==> config.mk <==
export PLATFORM = sky130hd
export DESIGN_NAME = mdef_ram
export DESIGN_NICKNAME = d
export VERILOG_FILES = /design/src/mdef_ram.sv
export SDC_FILE = /design/constraint.sdc
export NUM_CORES = 2
export LEC_CHECK = 0
export BUFFER_PORTS_ARGS = -buffer_cell sky130_fd_sc_hd__buf_2
export CAP_MARGIN = 5
export CELL_PAD_IN_SITES_DETAIL_PLACEMENT = 1
export CELL_PAD_IN_SITES_GLOBAL_PLACEMENT = 2
export CORE_MARGIN = 8
export CORE_UTILIZATION = 45
export CTS_BUF_LIST = sky130_fd_sc_hd__clkbuf_8
export DETAILED_ROUTE_END_ITERATION = 6
export HOLD_SLACK_MARGIN = 0.05
export PLACE_DENSITY_LB_ADDON = 0.12
export SYNTH_ARGS = -nofsm -noshare
export SYNTH_HDL_FRONTEND = slang
export SYNTH_SLANG_ARGS = --single-unit
==> constraint.sdc <==
create_clock -name i_clk -period 2.9 [get_ports i_clk]
set_input_delay 0.435 -clock i_clk [delete_from_list [all_inputs] [get_ports i_clk]]
set_output_delay 0.435 -clock i_clk [all_outputs]
set_load 0.03 [all_outputs]
==> src/mdef_ram.sv <==
// Generic simple dual-port RAM: one write port, one read port, registered read.
// No dependencies.
module mdef_ram #(
    parameter int WIDTH = 8,
    parameter int DEPTH = 256
) (
    input  logic                     i_clk,
    input  logic                     i_we,
    input  logic [$clog2(DEPTH)-1:0] i_waddr,
    input  logic [WIDTH-1:0]         i_wdata,
    input  logic [$clog2(DEPTH)-1:0] i_raddr,
    output logic [WIDTH-1:0]         o_rdata
);
    logic [WIDTH-1:0] r_mem [DEPTH];

    always_ff @(posedge i_clk) begin
        if (i_we) begin
            r_mem[i_waddr] <= i_wdata;
        end
        o_rdata <= r_mem[i_raddr];
    end
endmodule

* After elaboration in Yosys (flattened, before gate mapping) *
Memories as Yosys holds them, arrays and structs flattened. A register that Yosys moved wholly into a read port is not among the register bits.
Cells that the tools add are included.

word-level totals
  register bits = 0
  memory bits (writable) = 2048
  input bits = 26
  output and inout bits = 8
  memories kept = 1

memories
  name   depth  bits a word  read ports  clocked after memory_dff  wr ports  RTL line  source
  r_mem  256    8            1           1                         1         14        logic [WIDTH-1:0] r_mem [DEPTH];

cells by class
  mux-type cells = 2

operators by type and width
  cell              count
  2-to-1 mux 1 bit  2

* Depth between registers and ports, before layout *
  depth in word-level cells = 2
  gate-level depth with buffers = 11
  gate-level depth less buffers = 6

* Least setup slack after synthesis *
Ideal clock, no wire load.

  kind = input to register
  from = in i_raddr[0]
  to = reg o_rdata[2], read port of r_mem
  arrival time = 2.242 ns
  data required time = 2.769 ns
  setup slack = 0.527 ns
  cell stages on the path = 9
  path buffers = 4
  path through = buf_6 buf_12 buf_8 buf_2 mux4_2 a22oi_1 a21oi_1 nor4_1 nor4_2

RTL lines
  element      RTL line  source
  from (decl)  11        input logic [$clog2(DEPTH)-1:0] i_raddr,
  to (decl)    12        output logic [WIDTH-1:0] o_rdata

==> results.toml <==
[outcome]
status = "complete, no violations"

[clocking]
ctsRootBufferMaster = "clkbuf_8"
cts_buffers = 353
htree_levels = 5
cts.clk_slew.worst_paths_ns = 0.06
clk_path_buf_depth = 4
cts_sinks = 2056
cts_tree = "done"
insertion_delay_ns = 1.06

[cells_and_area]
area_delta_synth_final_pct = 18.1
fill_cells = 15500
fin_nets = 4626
multi_input_area_um2 = 16500
fin_cells = 7195
drive_gt1_share_pct = 33.9
final_cell_area_um2 = 94000
ff_latch_area_um2 = 61700

[floorplanning]
die-area_um2 = 191000
floorplan.initialDensity_pct = 45.2
die_height_um = 436
num_rows = 154
die_x_um = 436
coreArea_um2 = 176000
io_pins = 34

[critical_path]
rrSetupSlack_ns = 0.22
path_class = "register to register"
crit_buf_inv = 1
required_ns = 3.78
worstPathArrival_ns = 3.56
path_cells = "mux4_2, a22oi_1, a31oi_1, buf_4, nor4_1, nor4_1"
rr_worst_depth = 6
slowest_delay_ns = 0.99
r2r-start = "r_mem[179][3]"
rr_endpoint = "o_rdata[3]"
cp_top_family = "simple AND/OR/NAND/NOR gates"
cp-start-kind = "register"
timing.critical_path.mode_cell = "nor4_1"
path_max_fanout = 1
endpoint_kind = "register"
critical-path-slowest-cell = "nor4_1"

[yosys]
yosys_warnings = 0
synthArstFlopShare_pct = 0
ys_types = 55
synth-main-ff-cell = "edfxtp_1"
synthesis.area_um2 = 79600
synth_top_cell_by_area = "edfxtp_1"
synth_fp_nets = 3759
synth_top_cell_area_share_pct = 77.3
ys_seq_elements = 2056
synthTopCellsByCount = "edfxtp_1 (2,048), mux4_2 (454), nor2_1 (282)"
synth_most_common_cell = "edfxtp_1"
syn_area_per_cell_um2 = 21.3
synth-edff-count = 2048
yosysSeqAreaShare_pct = 77.5
synthCells = 3733
yosys-top-cells-area = "edfxtp_1 (77%), mux4_2 (13%), mux2i_1 (1.7%), nor2_1 (1.3%), a22oi_1 (1.3%)"

[route]
viasPerCell = 5.82
wl_um = 228000
ant_nets = 0
initialDrtViolationCount = 4483
route.detailed.drc = 0
wl_per_cell_um = 31.7
first_pass_iters = 5
vias = 41900

[power]
seq_power_share_pct = 54.1
p_sw_mw = 13.8
power.density_nw_per_um2 = 645
power_leakage_nw = 30.9
swShare_pct = 22.7
pwr-share-clk_pct = 40.0
comb_power_share_pct = 5.9
p_int_mw = 46.9
peakVddDrop_uv = 522

[sta]
timing.hold.ws_ns = 0.141
min_period_over_period_pct = 92.6
fin_crit_ns = 2.68
rsz0062_at_grt = "no"
drv_slew = 0
max-slew-margin-rel_pct = 20.4
setup_violations = 0
clock-skew-final_ns = 0.0693
tightest_slew_ns = 1.18
max_freq_ghz = 0.373
hold_viol_final = 0

[placement]
placedCellCount = 6576
gp_congestion = 0.855
port_buffers = 33
placed_area_um2 = 87500
dp_hpwl_um = 151000

[run]
drv_cap = 0

[grt]
met3_usage_pct = 4.47
grt_first_pass_wirelength_um = 326000
grtUsageMet2_pct = 38.1
grt_use_total_pct = 23.5
grtUsageMet1_pct = 32.9
gr-max-usage-layer = "met2"
antenna_found_initial = 12
grt_pass1_vias = 44800
grt_max_degree = 101
gr-total-overflow = 0

[hold_path]
min_from = "i_waddr[4]"
min_path_type = "input port to register"
min_path_cells = 3
min_delay_worst_endpoint = "r_mem[252][7]"
## through the flow
step,total power [mW],worst slack (ns),setup TNS [ns],utilization (%)
final,60.6,0.216,0,53.4
after global routing,62.5,0.132,0,53.4
after CTS,61.4,0.0558,0,53.4
after detailed placement,37.0,-0.931,-4.63,49.8
after global placement,37.0,-1.20,-5.54,49.7
after floorplan,35.0,0.527,0,-
## cell usage in the layout, fill, tap and decap left out, types with 9 or more instances in the layout
cell          n
nor4_1       23
inv_1        91
a22oi_1     133
nand2_1      33
buf_12       72
nand3_1      34
mux4_2      454
clkbuf_8    372
nor3_1       22
a211oi_1     15
clkinv_2     40
buf_2        22
a21oi_1      96
diode_2       9
clkinv_1     83
nor2_1      279
o211ai_1     10
o221ai_1     46
a221oi_1     13
o21ai_0      10
buf_4       632
nand4_1      10
nor2b_1      28
o22ai_1      28
edfxtp_1   2048
bufinv_16    13
mux2i_1     134
## registers in the layout, summed over array words and instances (netlist names)
name and count:
r_mem 2048, o_rdata 8
## power by group through the flow
stage / Sequential (mW) / Combinational, mW / Clock [mW]
global route: 32.8 / 3.75 / 26.0
global placement: 33.5 / 3.51 / 0
finish: 32.8 / 3.56 / 24.2
detailed placement: 33.5 / 3.59 / 0
floorplan: 33.5 / 1.59 / 0
CTS: 32.8 / 3.61 / 24.9
## worst max-delay path by stage
stage,end,slack (ns),start,depth (start not counted)
2_1_floorplan,o_rdata[2],0.53,i_raddr[0],9
3_3_place_gp,o_rdata[4],-1.20,i_raddr[0],9
3_5_place_dp,o_rdata[6],-0.93,i_raddr[0],9
4_1_cts,o_rdata[6],0.06,r_mem[232][6],5
5_1_grt,o_rdata[3],0.13,r_mem[182][3],6
6_report,o_rdata[3],0.22,r_mem[179][3],6
## layout make-up
type / instances / area share [%]
multi-input cells: 1442 / 17.6
clock inverters: 237 / 1.42
flip-flops and latches: 2056 / 65.6
well taps: 2340 / 3.12
clock buffers: 364 / 5.33
inverters: 2 / 0.00799
diodes: 9 / 0.0240
repair buffers: 745 / 6.94
## per-layer routing
layer	routed length (µm)	share of wire (%)	vias up
li1	-	-	17500
met1	96900	42	22500
met2	110000	48	1566
met3	15300	6.7	337
met4	5590	2.5	0
met5	0	0	-
## logic make-up after synthesis
kind of cell    share of synthesized area (%)
flops                                    77.5
mux                                      14.6
simple gates                             2.63
compound gates                           3.42
buf+inv                                  1.83
## worst reg2reg max path, delay by kind of cell, from the launching register on
kind	cells	cell delay [ns]
buffers and inverters	1	0.17
AO/OA/AOI/OAI	2	0.43
AND/OR/NAND/NOR	2	1.10
flip-flops	1	0.37
multiplexers	1	0.48
## what timing repair did
| action | 4_1_cts | 5_1_grt |
|---|---|---|
| gates resized for setup | 0 | 1 |
| setup endpoints to repair | 0 | 1 |
| hold buffers | 8 | 0 |
| hold endpoints to repair | 370 | 0 |
| buffers inserted | 0 | 0 |
No activity file was read; power rests on OpenSTA's default activity.
